[config.mk]
export PLATFORM = sky130hd
export DESIGN_NAME = lru_cache_with_miss_forward_core
export DESIGN_NICKNAME = d
export VERILOG_FILES = /design/src/rtl/core/lruc_pkg.sv /design/src/rtl/core/lruc_regs.sv /design/src/rtl/core/lru_cache_with_miss_forward_core.sv
export SDC_FILE = /design/constraint.sdc
export NUM_CORES = 1
export LEC_CHECK = 0
export BUFFER_PORTS_ARGS = -buffer_cell sky130_fd_sc_hd__buf_2
export CAP_MARGIN = 20
export CORE_ASPECT_RATIO = 0.75
export CORE_MARGIN = 10
export CORE_UTILIZATION = 55
export CTS_CLUSTER_SIZE = 16
export DETAILED_ROUTE_END_ITERATION = 6
export GPL_ROUTABILITY_DRIVEN = 0
export PLACE_DENSITY = 0.8
export SLEW_MARGIN = 10
export SYNTH_ARGS = -nofsm -noshare
export SYNTH_HDL_FRONTEND = slang
export SYNTH_HIERARCHICAL = 1
export SYNTH_SLANG_ARGS = --single-unit
[constraint.sdc]
create_clock -name clk -period 8.1 [get_ports clk]
set_input_delay 0.405 -clock clk [delete_from_list [all_inputs] [get_ports clk]]
set_output_delay 0.405 -clock clk [all_outputs]
set_load 0.02 [all_outputs]
[src/rtl/core/lruc_pkg.sv]
`default_nettype none
// ----------------------------------------------------------------------------
// lruc_pkg
// Shared types and constants for the LRU page cache: register map,
// configuration struct and sequencer state codes.
// ----------------------------------------------------------------------------
package lruc_pkg;

	localparam int APB_ADDR_W = 3;
	localparam int APB_DATA_W = 32;
	localparam int CAP_W      = 4;
	localparam int TAG_W      = 32;
	localparam int WORD_W     = 64;

	localparam logic [CAP_W-1:0] CAP_RESET = 4'd6;

	// register index is paddr[2]
	localparam logic REG_CAPACITY = 1'b0;

	localparam logic ACT_LOOKUP = 1'b0;
	localparam logic ACT_FILL   = 1'b1;

	typedef struct packed {
		logic [CAP_W-1:0] capacity;
	} cfg_t;

	typedef enum logic [5:0] {
		S_IDLE   = 6'b000001,
		S_SCAN   = 6'b000010,
		S_DECIDE = 6'b000100,
		S_AGE    = 6'b001000,
		S_FINISH = 6'b010000,
		S_OUT    = 6'b100000
	} state_t;

endpackage
`default_nettype wire

[src/rtl/core/lruc_regs.sv]
`default_nettype none
// ----------------------------------------------------------------------------
// lruc_regs
// APB register block holding the capacity register.
// ----------------------------------------------------------------------------
module lruc_regs (
	input  wire                            clk,
	input  wire                            arst_n,
	input  wire                            psel,
	input  wire                            penable,
	input  wire                            pwrite,
	input  wire [lruc_pkg::APB_ADDR_W-1:0] paddr,
	input  wire [lruc_pkg::APB_DATA_W-1:0] pwdata,
	output logic [lruc_pkg::APB_DATA_W-1:0] prdata,
	output logic                           pready,
	output lruc_pkg::cfg_t                 cfg
);
	import lruc_pkg::*;

	logic [CAP_W-1:0] capacity_q;
	logic             wr_en;

	assign pready = 1'b1;
	assign wr_en  = psel && penable && pwrite && pready;

	always_ff @(posedge clk or negedge arst_n) begin
		if (!arst_n) begin
			capacity_q <= CAP_RESET;
		end else if (wr_en && (paddr[2] == REG_CAPACITY)) begin
			capacity_q <= pwdata[CAP_W-1:0];
		end
	end

	always_comb begin
		prdata = '0;
		if (paddr[2] == REG_CAPACITY) begin
			prdata[CAP_W-1:0] = capacity_q;
		end
	end

	assign cfg.capacity = capacity_q;

endmodule
`default_nettype wire

[src/rtl/core/lru_cache_with_miss_forward_core.sv]
`default_nettype none
// ----------------------------------------------------------------------------
// lru_cache_with_miss_forward_core
// Fully associative page cache with LRU replacement; misses go to the server.
// ----------------------------------------------------------------------------
// order: a lookup miss gives its item after the scan sweep alone, a hit after
//   the scan sweep, the ageing sweep and the finish step; fills give no item
// intake: one item at a time (in_stall), paced by the single read port of the
//   tag and rank memories, swept one entry a cycle, once for a miss, twice else
// reset: valid bits and occupancy clear at once, capacity returns to 6, no
//   clearing pass
// ----------------------------------------------------------------------------
module lru_cache_with_miss_forward_core #(
	parameter int ENTRIES = 8,
	parameter int USERS   = 5,
	localparam int UW     = $clog2(USERS + 1)
) (
	input  wire                            clk,
	input  wire                            arst_n,
	input  wire                            psel,
	input  wire                            penable,
	input  wire                            pwrite,
	input  wire [lruc_pkg::APB_ADDR_W-1:0] paddr,
	input  wire [lruc_pkg::APB_DATA_W-1:0] pwdata,
	output logic [lruc_pkg::APB_DATA_W-1:0] prdata,
	output logic                           pready,
	input  wire                            in_valid,
	output logic                           in_stall,
	input  wire                            action,
	input  wire [lruc_pkg::TAG_W-1:0]      page_tag,
	input  wire [UW-1:0]                   requester_id,
	input  wire [lruc_pkg::WORD_W-1:0]     fill_data,
	input  wire                            fill_ok,
	output logic                           out_valid,
	input  wire                            out_stall,
	output logic [UW-1:0]                  dest_port,
	output logic [lruc_pkg::TAG_W-1:0]     out_tag,
	output logic [UW-1:0]                  out_user,
	output logic [lruc_pkg::WORD_W-1:0]    out_data
);
	import lruc_pkg::*;

	localparam int IW = $clog2(ENTRIES);
	localparam int CW = $clog2(ENTRIES + 1);
	localparam logic [CW-1:0] LAST = CW'(ENTRIES);

	cfg_t cfg;

	lruc_regs u_regs (
		.clk     (clk),
		.arst_n  (arst_n),
		.psel    (psel),
		.penable (penable),
		.pwrite  (pwrite),
		.paddr   (paddr),
		.pwdata  (pwdata),
		.prdata  (prdata),
		.pready  (pready),
		.cfg     (cfg)
	);

	// memories
	logic [TAG_W-1:0]  tag_mem  [ENTRIES];
	logic [IW-1:0]     rank_mem [ENTRIES];
	logic [WORD_W-1:0] data_mem [ENTRIES];

	logic [TAG_W-1:0]  tag_rd;
	logic [IW-1:0]     rank_rd;
	logic [WORD_W-1:0] data_rd;

	state_t            state_q;
	logic [ENTRIES-1:0] valid_q;
	logic [CW-1:0]     occ_q;
	logic [CW-1:0]     cnt_q;
	logic              rd_vld_s1;
	logic [IW-1:0]     rd_idx_s1;

	logic              act_q;
	logic [TAG_W-1:0]  tag_q;
	logic [UW-1:0]     user_q;
	logic [WORD_W-1:0] fdata_q;

	logic              hit_q;
	logic [IW-1:0]     hit_idx_q;
	logic [IW-1:0]     hit_rank_q;
	logic              max_found_q;
	logic [IW-1:0]     max_idx_q;
	logic [IW-1:0]     max_rank_q;
	logic              free_found_q;
	logic [IW-1:0]     free_idx_q;

	logic [IW-1:0]     tgt_q;
	logic [IW-1:0]     thr_q;
	logic              all_q;
	logic              ins_q;

	logic              out_valid_q;
	logic [UW-1:0]     dest_q;
	logic [TAG_W-1:0]  otag_q;
	logic [UW-1:0]     ouser_q;
	logic [WORD_W-1:0] odata_q;

	logic              accept;
	logic              in_ok;
	logic              issue;
	logic              sweep_done;
	logic              rd_entry_valid;
	logic              room;
	logic              out_load;
	logic              rank_we;
	logic [IW-1:0]     rank_waddr;
	logic [IW-1:0]     rank_wdata;
	logic              tag_we;
	logic              data_re;

	assign in_stall = (state_q != S_IDLE);
	assign accept   = in_valid && !in_stall;
	assign in_ok    = (action == ACT_FILL) ? fill_ok
	                  : ((requester_id != '0) && (requester_id <= UW'(USERS)));

	assign issue      = ((state_q == S_SCAN) || (state_q == S_AGE)) && (cnt_q != LAST);
	assign sweep_done = (cnt_q == LAST);
	assign rd_entry_valid = valid_q[rd_idx_s1];

	// a new tag may take a free slot while below the effective capacity
	assign room = (occ_q < LAST) &&
	              ((cfg.capacity == '0) ? (occ_q == '0)
	                                    : (32'(occ_q) < 32'(cfg.capacity)));

	assign out_load = (state_q == S_OUT) && (!out_valid_q || !out_stall);
	assign data_re  = (state_q == S_DECIDE) && hit_q && (act_q == ACT_LOOKUP);
	assign tag_we   = (state_q == S_FINISH) && (act_q == ACT_FILL);

	always_comb begin
		rank_we    = 1'b0;
		rank_waddr = rd_idx_s1;
		rank_wdata = rank_rd + 1'b1;
		if (state_q == S_AGE) begin
			rank_we = rd_vld_s1 && rd_entry_valid && (rd_idx_s1 != tgt_q) &&
			          (all_q || (rank_rd < thr_q));
		end else if (state_q == S_FINISH) begin
			rank_we    = 1'b1;
			rank_waddr = tgt_q;
			rank_wdata = '0;
		end
	end

	always_ff @(posedge clk) begin
		if (tag_we) begin
			tag_mem[tgt_q]  <= tag_q;
			data_mem[tgt_q] <= fdata_q;
		end
		if (rank_we) begin
			rank_mem[rank_waddr] <= rank_wdata;
		end
		if (issue) begin
			tag_rd  <= tag_mem[cnt_q[IW-1:0]];
			rank_rd <= rank_mem[cnt_q[IW-1:0]];
		end
		if (data_re) begin
			data_rd <= data_mem[hit_idx_q];
		end
	end

	// sequencer
	always_ff @(posedge clk or negedge arst_n) begin
		if (!arst_n) begin
			state_q   <= S_IDLE;
			valid_q   <= '0;
			occ_q     <= '0;
			cnt_q     <= '0;
			rd_vld_s1 <= 1'b0;
		end else begin
			rd_vld_s1 <= issue;
			if (issue) begin
				cnt_q <= cnt_q + 1'b1;
			end
			unique case (state_q)
				S_IDLE: begin
					cnt_q <= '0;
					if (accept && in_ok) begin
						state_q <= S_SCAN;
					end
				end
				S_SCAN: begin
					if (sweep_done) begin
						state_q <= S_DECIDE;
					end
				end
				S_DECIDE: begin
					cnt_q <= '0;
					if ((act_q == ACT_LOOKUP) && !hit_q) begin
						state_q <= S_OUT;
					end else begin
						state_q <= S_AGE;
					end
				end
				S_AGE: begin
					if (sweep_done) begin
						state_q <= S_FINISH;
					end
				end
				S_FINISH: begin
					if (ins_q) begin
						valid_q[tgt_q] <= 1'b1;
						occ_q          <= occ_q + 1'b1;
					end
					state_q <= (act_q == ACT_LOOKUP) ? S_OUT : S_IDLE;
				end
				S_OUT: begin
					if (out_load) begin
						state_q <= S_IDLE;
					end
				end
				default: begin
					state_q <= S_IDLE;
				end
			endcase
		end
	end

	// item capture, scan results and replacement decision
	always_ff @(posedge clk) begin
		if (accept) begin
			act_q        <= action;
			tag_q        <= page_tag;
			user_q       <= requester_id;
			fdata_q      <= fill_data;
			hit_q        <= 1'b0;
			max_found_q  <= 1'b0;
			free_found_q <= 1'b0;
		end
		if ((state_q == S_SCAN) && rd_vld_s1) begin
			if (rd_entry_valid && (tag_rd == tag_q) && !hit_q) begin
				hit_q      <= 1'b1;
				hit_idx_q  <= rd_idx_s1;
				hit_rank_q <= rank_rd;
			end
			if (rd_entry_valid && (!max_found_q || (rank_rd > max_rank_q))) begin
				max_found_q <= 1'b1;
				max_idx_q   <= rd_idx_s1;
				max_rank_q  <= rank_rd;
			end
			if (!rd_entry_valid && !free_found_q) begin
				free_found_q <= 1'b1;
				free_idx_q   <= rd_idx_s1;
			end
		end
		if (issue) begin
			rd_idx_s1 <= cnt_q[IW-1:0];
		end
		if (state_q == S_DECIDE) begin
			all_q <= 1'b0;
			ins_q <= 1'b0;
			priority if (hit_q) begin
				tgt_q <= hit_idx_q;
				thr_q <= hit_rank_q;
			end else if (room) begin
				tgt_q <= free_idx_q;
				thr_q <= '0;
				all_q <= 1'b1;
				ins_q <= 1'b1;
			end else begin
				tgt_q <= max_idx_q;
				thr_q <= max_rank_q;
			end
		end
	end

	// output register
	always_ff @(posedge clk or negedge arst_n) begin
		if (!arst_n) begin
			out_valid_q <= 1'b0;
		end else if (out_load) begin
			out_valid_q <= 1'b1;
		end else if (!out_stall) begin
			out_valid_q <= 1'b0;
		end
	end

	always_ff @(posedge clk) begin
		if (out_load) begin
			if (hit_q) begin
				dest_q  <= user_q;
				otag_q  <= '0;
				ouser_q <= '0;
				odata_q <= data_rd;
			end else begin
				dest_q  <= '0;
				otag_q  <= tag_q;
				ouser_q <= user_q;
				odata_q <= '0;
			end
		end
	end

	assign out_valid = out_valid_q;
	assign dest_port = dest_q;
	assign out_tag   = otag_q;
	assign out_user  = ouser_q;
	assign out_data  = odata_q;

`ifndef NO_ASSERTIONS
	a_occ_matches_valid: assert property (@(posedge clk) disable iff (!arst_n)
		$countones(valid_q) == 32'(occ_q))
		else $error("occupancy differs from valid bit count");

	a_insert_free_slot: assert property (@(posedge clk) disable iff (!arst_n)
		(state_q == S_FINISH) && ins_q |-> !valid_q[tgt_q])
		else $error("insert targets an occupied entry");

	a_insert_sets_valid: assert property (@(posedge clk) disable iff (!arst_n)
		(state_q == S_FINISH) && ins_q |=> valid_q[$past(tgt_q)])
		else $error("inserted entry not marked valid");

	a_age_skips_target: assert property (@(posedge clk) disable iff (!arst_n)
		(state_q == S_AGE) && rank_we |-> (rank_waddr != tgt_q))
		else $error("ageing sweep wrote the target entry");
`endif

endmodule
`default_nettype wire

==> flow_summary.ini, run 1 <==
[timing]
rsz0062_at_grt = false
worst_pin_slew_ns = 1.121
fmax_mhz = 250.1
max_slew_margin_pct = 25.25
worst_clock_skew_ns = 0.06639
period_minus_slack_ns = 3.999
finalHoldViolCount = 0
timing.final.crit_share_pct = 49.37
finalMaxSlewViolations = 0
finalWorstSetupSlack_ns = 4.101
fin_tns_setup_ns = 0
setup_violations = 0
whs_ns = 0.03642

[synthesis]
synth_edf_count = 1118
yosysTopAreaCell = edfxtp_1
yosysWarnings = 6
synth_seq_cells = 1149
yosys.area_share.xor_xnor_pct = 0.8998
synthMuxAreaShare_pct = 13.27
synth_seq_area_share_pct = 80.17
synth_compound_area_share_pct = 0.8443
synth_top_family_by_area = multiplexers
synth_simple_gate_area_share_pct = 2.989
synthArstFlopShare_pct = 2.437
synthFlopType = edfxtp_1
synth.cell_area_um2 = 42830
synth_cell_types = 57
syn_area_per_cell_um2 = 22.56
postSynthCellCount = 1898
synthTopCellsByArea = edfxtp_1 78%, mux4_2 10%, mux2_2 2.7%, dfrtp_1 1.5%, and2_1 0.98%
synth_fa_ha_area_share_pct = 0.3798
synth_top_area_share_pct = 78.39

[setup_path]
startpoint_type = flop
rr_worst_depth = 5
crit_type = flop to flop
rrSetupSlack_ns = 4.10
cp.arrival_ns = 4.28
rr_endpoint = data_mem[3][46]$_DFFE_PP_
cp-end-kind = flop
regToRegStartpoint = state_q[1]$_DFFE_PN0P_
cp_max_fo = 53
required_ns = 8.38

[drt]
vias = 20230
drc = 0
drt_pass1_iterations = 5
ant_nets = 0
wire_per_inst_um = 26.84
via_per_inst = 5.942
routed_wl_um = 91360
drt_iter0_drc = 2112

[die]
fp.dieArea_um2 = 89550
die_x_um = 342.2
ios = 280
core_um2 = 77070
start_util_pct = 55.57
row_count = 88
die_h_um = 261.7

[grt]
grt_pass1_vias = 21220
globalRouteTotalUtil_pct = 20.20
overflow = 0
grt_pass1_wl_um = 135800
grt_max_degree = 88
antenna_found_initial = 3

[hold_path]
hold_depth = 2
hold_class = primary input to flop
hold_start = pwdata[1]
min_to = u_regs/cfg[1]$_DFFE_PN1P_

[clock_network]
cts.htree.levels = 3
cts_tree = built
cts_hold_buf = 103
clock_latency_ns = 0.68
clk_pin_slew_worst_paths_ns = 0.06
cts-root-buf = clkbuf_16
cts_setup_buffers = 0
cts_sinks = 1149
cts_buffers = 104
cts_resized = 0
cts_buffer_depth = 3

[power_and_ir_drop]
leakagePower_nw = 16.03
p_total_mw = 13.09
ir_worst_vdd_mv = 0.1922
power_density_nw_per_um2 = 264.0

[run]
maxCapViolations = 0

[placement]
placed_cells = 3110
dp_hpwl_um = 46610
dp_slack_ns = 4.164
port_buffers = 220
placed_area_um2 = 45140

[final_layout]
stdcell_area_um2 = 49580
stdcell_count = 3404
fin_util_pct = 64.32
synthToLayoutAreaGrowth_pct = 15.76
antenna_cells = 0
drive_gt1_share_pct = 30.69
fillers = 4790
final_nets = 2444

[outcome]
status = finished, final reports clean
==> critical path, cell delays in order, from the launching register on <==
cell     delay (ns)
dfrtp_1        0.45
nor4_2         0.31
and3b_1        0.78
nand3_1        0.49
nor2_4         0.69
buf_4          0.85
==> state kept, by name, indices dropped and copies added, names as in the netlist, 8 cells and up <==
signal and flops:
tag_rd 32, data_mem 512, valid_q 8, out_tag 32, data_rd 64, tag_mem 256, out_data 64, fdata_q 64
rank_mem 24, tag_q 32
==> area by class of cell <==
cell class	count	area [um2]	area share, %
inverters	19	75.07	0.1514
clock buffers	137	2831	5.711
multi-input cells	656	8056	16.25
repair buffers	358	2492	5.027
flip-flops and latches	1149	34350	69.28
well taps	1035	1295	2.612
clock inverters	50	481.7	0.9716
==> worst max-delay path by stage <==
stage	end	slack (ns)	start	cells after the start
after floorplan	dest_port[0]$_SDFFCE_PN0P_	1.70	state_q[1]$_DFFE_PN0P_	3
after global placement	data_mem[3][12]$_DFFE_PP_	4.23	state_q[1]$_DFFE_PN0P_	5
after detailed placement	data_mem[3][15]$_DFFE_PP_	4.16	state_q[1]$_DFFE_PN0P_	5
after CTS	data_mem[3][46]$_DFFE_PP_	4.13	state_q[1]$_DFFE_PN0P_	5
after global routing	data_mem[0][18]$_DFFE_PP_	3.89	state_q[1]$_DFFE_PN0P_	5
final	data_mem[3][46]$_DFFE_PP_	4.10	state_q[1]$_DFFE_PN0P_	5
==> Yosys cell counts, types with 2 or more instances <==
cell       number
buf_2          24
and3b_1         2
nor3b_1         5
mux2_1          2
buf_1           6
nor2b_1        38
nand4_1         6
nor2_1         26
o31ai_1         2
a2bb2oi_1       4
mux2_2        103
inv_1          18
nand2_1        16
nand3_1        10
dfrtp_1        25
nor4_1          8
xnor2_1        10
buf_4          33
and2_1         67
nor3b_2         2
a31oi_1         4
nor4_2          2
o22ai_1         4
ha_1           13
nand3b_1        6
mux4_2        198
o21bai_1        9
a21boi_0        3
clkbuf_1       37
a31o_1          3
and2b_2         4
a21oi_1        15
nor3_1          6
xor2_1         34
edfxtp_1     1118
a21o_1          3
dfstp_2         3
nand2b_1        3
o21ai_0         2
mux2i_1         4
dfxtp_1         3
conb_1          2
==> kinds of logic after synthesis <==
| logic type | after synthesis |
|---|---|
| multiplexers | 307 |
| flip-flops | 1149 |
| buffers and inverters | 120 |
| other | 2 |
| XOR/XNOR | 44 |
| AND/OR/NAND/NOR | 209 |
| AO/OA/AOI/OAI | 54 |
| adder cells (fa/ha/maj) | 13 |
==> layer usage <==
metal  part of all wire, %  routed length [um]  up-vias  GRT usage (%)
met1                    38               34650    10590          26.82
met5                     0                   0        -              0
li1                      -                   -     8451              -
met3                   8.3                7614      169          3.420
met4                   2.7                2441        0          6.308
met2                    51               46650     1022          34.37
==> cells in the final DEF (no fill, tap or decap), drive strengths merged, types with 34 or more instances in the layout <==
cell and instances:
edfxtp 1118, buf 254, mux4 198, clkbuf 138, mux2 105, dlygate4sd3 103, and2 67, nor2b 38
clkinv 37, xor2 34
==> report_power, final <==
part / total, mW / internal (mW) / switching, mW / leakage (nW)
clock: 4.80 / 2.71 / 2.09 / 1.61
combinational: 0.894 / 0.410 / 0.484 / 4.07
sequential: 7.39 / 7.04 / 0.354 / 10.3
total: 13.1 / 10.2 / 2.93 / 16.0
Power figures use the tool's default switching activity.
==> inputs of run 2 (changes only) <==
--- a/config.mk
+++ b/config.mk
@@ -9,11 +9,11 @@
 export CAP_MARGIN = 20
 export CORE_ASPECT_RATIO = 0.75
 export CORE_MARGIN = 10
-export CORE_UTILIZATION = 55
+export CORE_UTILIZATION = 54
 export CTS_CLUSTER_SIZE = 16
 export DETAILED_ROUTE_END_ITERATION = 6
 export GPL_ROUTABILITY_DRIVEN = 0
-export PLACE_DENSITY = 0.8
+export PLACE_DENSITY = 0.82
 export SLEW_MARGIN = 10
 export SYNTH_ARGS = -nofsm -noshare
 export SYNTH_HDL_FRONTEND = slang
==> constraint.sdc (replaced) <==
create_clock -name clk -period 3.37 [get_ports clk]
set_input_delay 0.1685 -clock clk [delete_from_list [all_inputs] [get_ports clk]]
set_output_delay 0.1685 -clock clk [all_outputs]
set_load 0.02 [all_outputs]
==> run 2 against run 1 <==
Non-clock buffer count up 18; global-route usage down 0.80 points; sequential cell count unchanged; die area up 1.7%.
==> flow_summary.ini, run 2 (synthesis results as in run 1) <==
[outcome]
status = finished, final reports clean

[power_and_ir_drop]
clock_power_share_pct = 37.2
p_sw_mw = 7.107
p_comb_share_pct = 7.0
power_density_nw_per_um2 = 633.1
ir_worst_vdd_mv = 0.3967
leakagePower_nw = 16.24
switching_share_pct = 22.41
p_seq_share_pct = 55.8
internal_power_mw = 24.60

[die]
die_x_um = 345.2
ios = 280
die_h_um = 263.9
row_count = 89
fp.dieArea_um2 = 91090
core_um2 = 78620
start_util_pct = 54.48

[clock_network]
cts_buffer_depth = 3
cts_buffers = 104
cts.htree.levels = 3
clk_pin_slew_worst_paths_ns = 0.06
clock_latency_ns = 0.68
cts_sinks = 1149
cts-root-buf = clkbuf_16
cts_setup_buffers = 0
cts_tree = built

[grt]
overflow = 0
grt_pass1_wl_um = 134900
globalRouteTotalUtil_pct = 19.41
antenna_found_initial = 6
grt_pass1_vias = 21330
grt_max_degree = 77

[timing]
rsz0062_at_grt = false
finalWorstSetupSlack_ns = 0.6112
finalHoldViolCount = 0
timing.final.crit_share_pct = 81.86
finalMaxSlewViolations = 0
worst_pin_slew_ns = 1.110
setup_violations = 0
max_slew_margin_pct = 26.02
period_minus_slack_ns = 2.759
fmax_mhz = 362.5
worst_clock_skew_ns = 0.02440

[setup_path]
cp.arrival_ns = 3.06
required_ns = 3.67
rr_worst_depth = 5
startpoint_type = flop
cp-end-kind = flop
crit_type = flop to flop
cp_max_fo = 72

[drt]
routed_wl_um = 89320
drt_iter0_drc = 1996
wire_per_inst_um = 25.96
ant_nets = 0
drc = 0
vias = 20000
via_per_inst = 5.813
drt_pass1_iterations = 5

[hold_path]
hold_class = primary input to async pin

[final_layout]
multi_input_area_um2 = 8063
layout_commonest_cell = edfxtp_1
synthToLayoutAreaGrowth_pct = 16.94
drive_gt1_share_pct = 31.20
stdcell_count = 3441
reg_top3 = data_mem x512, tag_mem x256
largest_reg_flops = 512
top_register = data_mem
fillers = 4980
final_nets = 2462
final_cell_mix = 1118 x edfxtp_1, 220 x buf_2, 198 x mux4_2
seqCellArea_um2 = 34350

[placement]
placed_cells = 3133
dp_hpwl_um = 47590
port_buffers = 220
dp_slack_ns = 0.6860

[run]
maxCapViolations = 0
## run 2: cell count changes in the layout (fill, tap and decap cells not counted), moves of 3 or more
cell / before / now
diode_2: 0 / 4
buf_12: 3 / 26
buf_16: 3 / 0
clkinv_4: 0 / 3
clkbuf_16: 108 / 104
clkinv_2: 17 / 22
clkinv_1: 18 / 23
bufinv_16: 8 / 13
clkbuf_1: 27 / 15
dlygate4sd3_1: 103 / 113
buf_4: 28 / 17
## run 2: path summary, 6_finish.rpt
kind	slack, ns	endpoint	startpoint
min in group clk	0.20	tag_q[13]$_DFFE_PN_	page_tag[13]
max reg2reg	0.61	data_mem[7][8]$_DFFE_PP_	state_q[1]$_DFFE_PN0P_
max	0.61	data_mem[7][8]$_DFFE_PP_	state_q[1]$_DFFE_PN0P_
min reg2reg	0.47	valid_q[0]$_DFFE_PN0P_	valid_q[0]$_DFFE_PN0P_
min	0.08	u_regs/cfg[0]$_DFFE_PN0P_	arst_n
max in group asynchronous	2.77	cnt_q[0]$_DFFE_PN0P_	arst_n
## run 2: area by class of cell
class	instances	area share, %
Timing Repair Buffer	376	5.751
Tap cell	1046	2.613
Clock buffer	119	5.309
Antenna cell	4	0.01999
Clock inverter	72	1.481
Sequential cell	1149	68.58
Inverter	19	0.1499
Multi-Input combinational cell	656	16.10
## run 2: critical path, stage by stage, from the launching register on
cell and delay (ns):
dfrtp_1 0.46, nor4_2 0.35, and3b_1 0.37, nand3_1 0.39, nor2_4 0.28, buf_12 0.47
## run 2: power by group through the flow
stage / clock network (mW) / logic [mW] / registers (mW)
5_1_grt: 12.5 / 2.41 / 17.8
3_5_place_dp: 0 / 2.09 / 18.0
4_1_cts: 12.0 / 2.24 / 17.7
3_3_place_gp: 0 / 2.03 / 17.9
6_report: 11.8 / 2.22 / 17.7
2_1_floorplan: 0 / 1.47 / 17.7
## run 2: through the flow
step	TNS [ns]	total power, mW	utilization (%)	hold slack [ns]	area [um2]
3_5_place_dp	0	20.08	57.93	0.2428	45540
2_1_floorplan	-730.40	19.18	-	-0.1271	42970
3_3_place_gp	0	19.92	57.93	0.2294	45540
5_1_grt	0	32.74	63.70	0.1476	50080
6_report	0	31.71	63.70	0.07805	50080
4_1_cts	0	31.89	63.69	0.07359	50070
## run 2: routing by layer
metal  GRT usage, %  vias to the layer above  wire length [um]
met3          3.466                      159              6682
met5              0                        -                25
li1               -                     8493                 -
met1          26.39                    10460             35920
met4          5.703                        4              2200
met2          32.14                      883             44490
## run 2: repair_timing
item	4_1_cts	5_1_grt
resized for setup	0	0
endpoints found under the setup margin	0	0
endpoints found under the hold margin	143	0
hold buffers	113	0
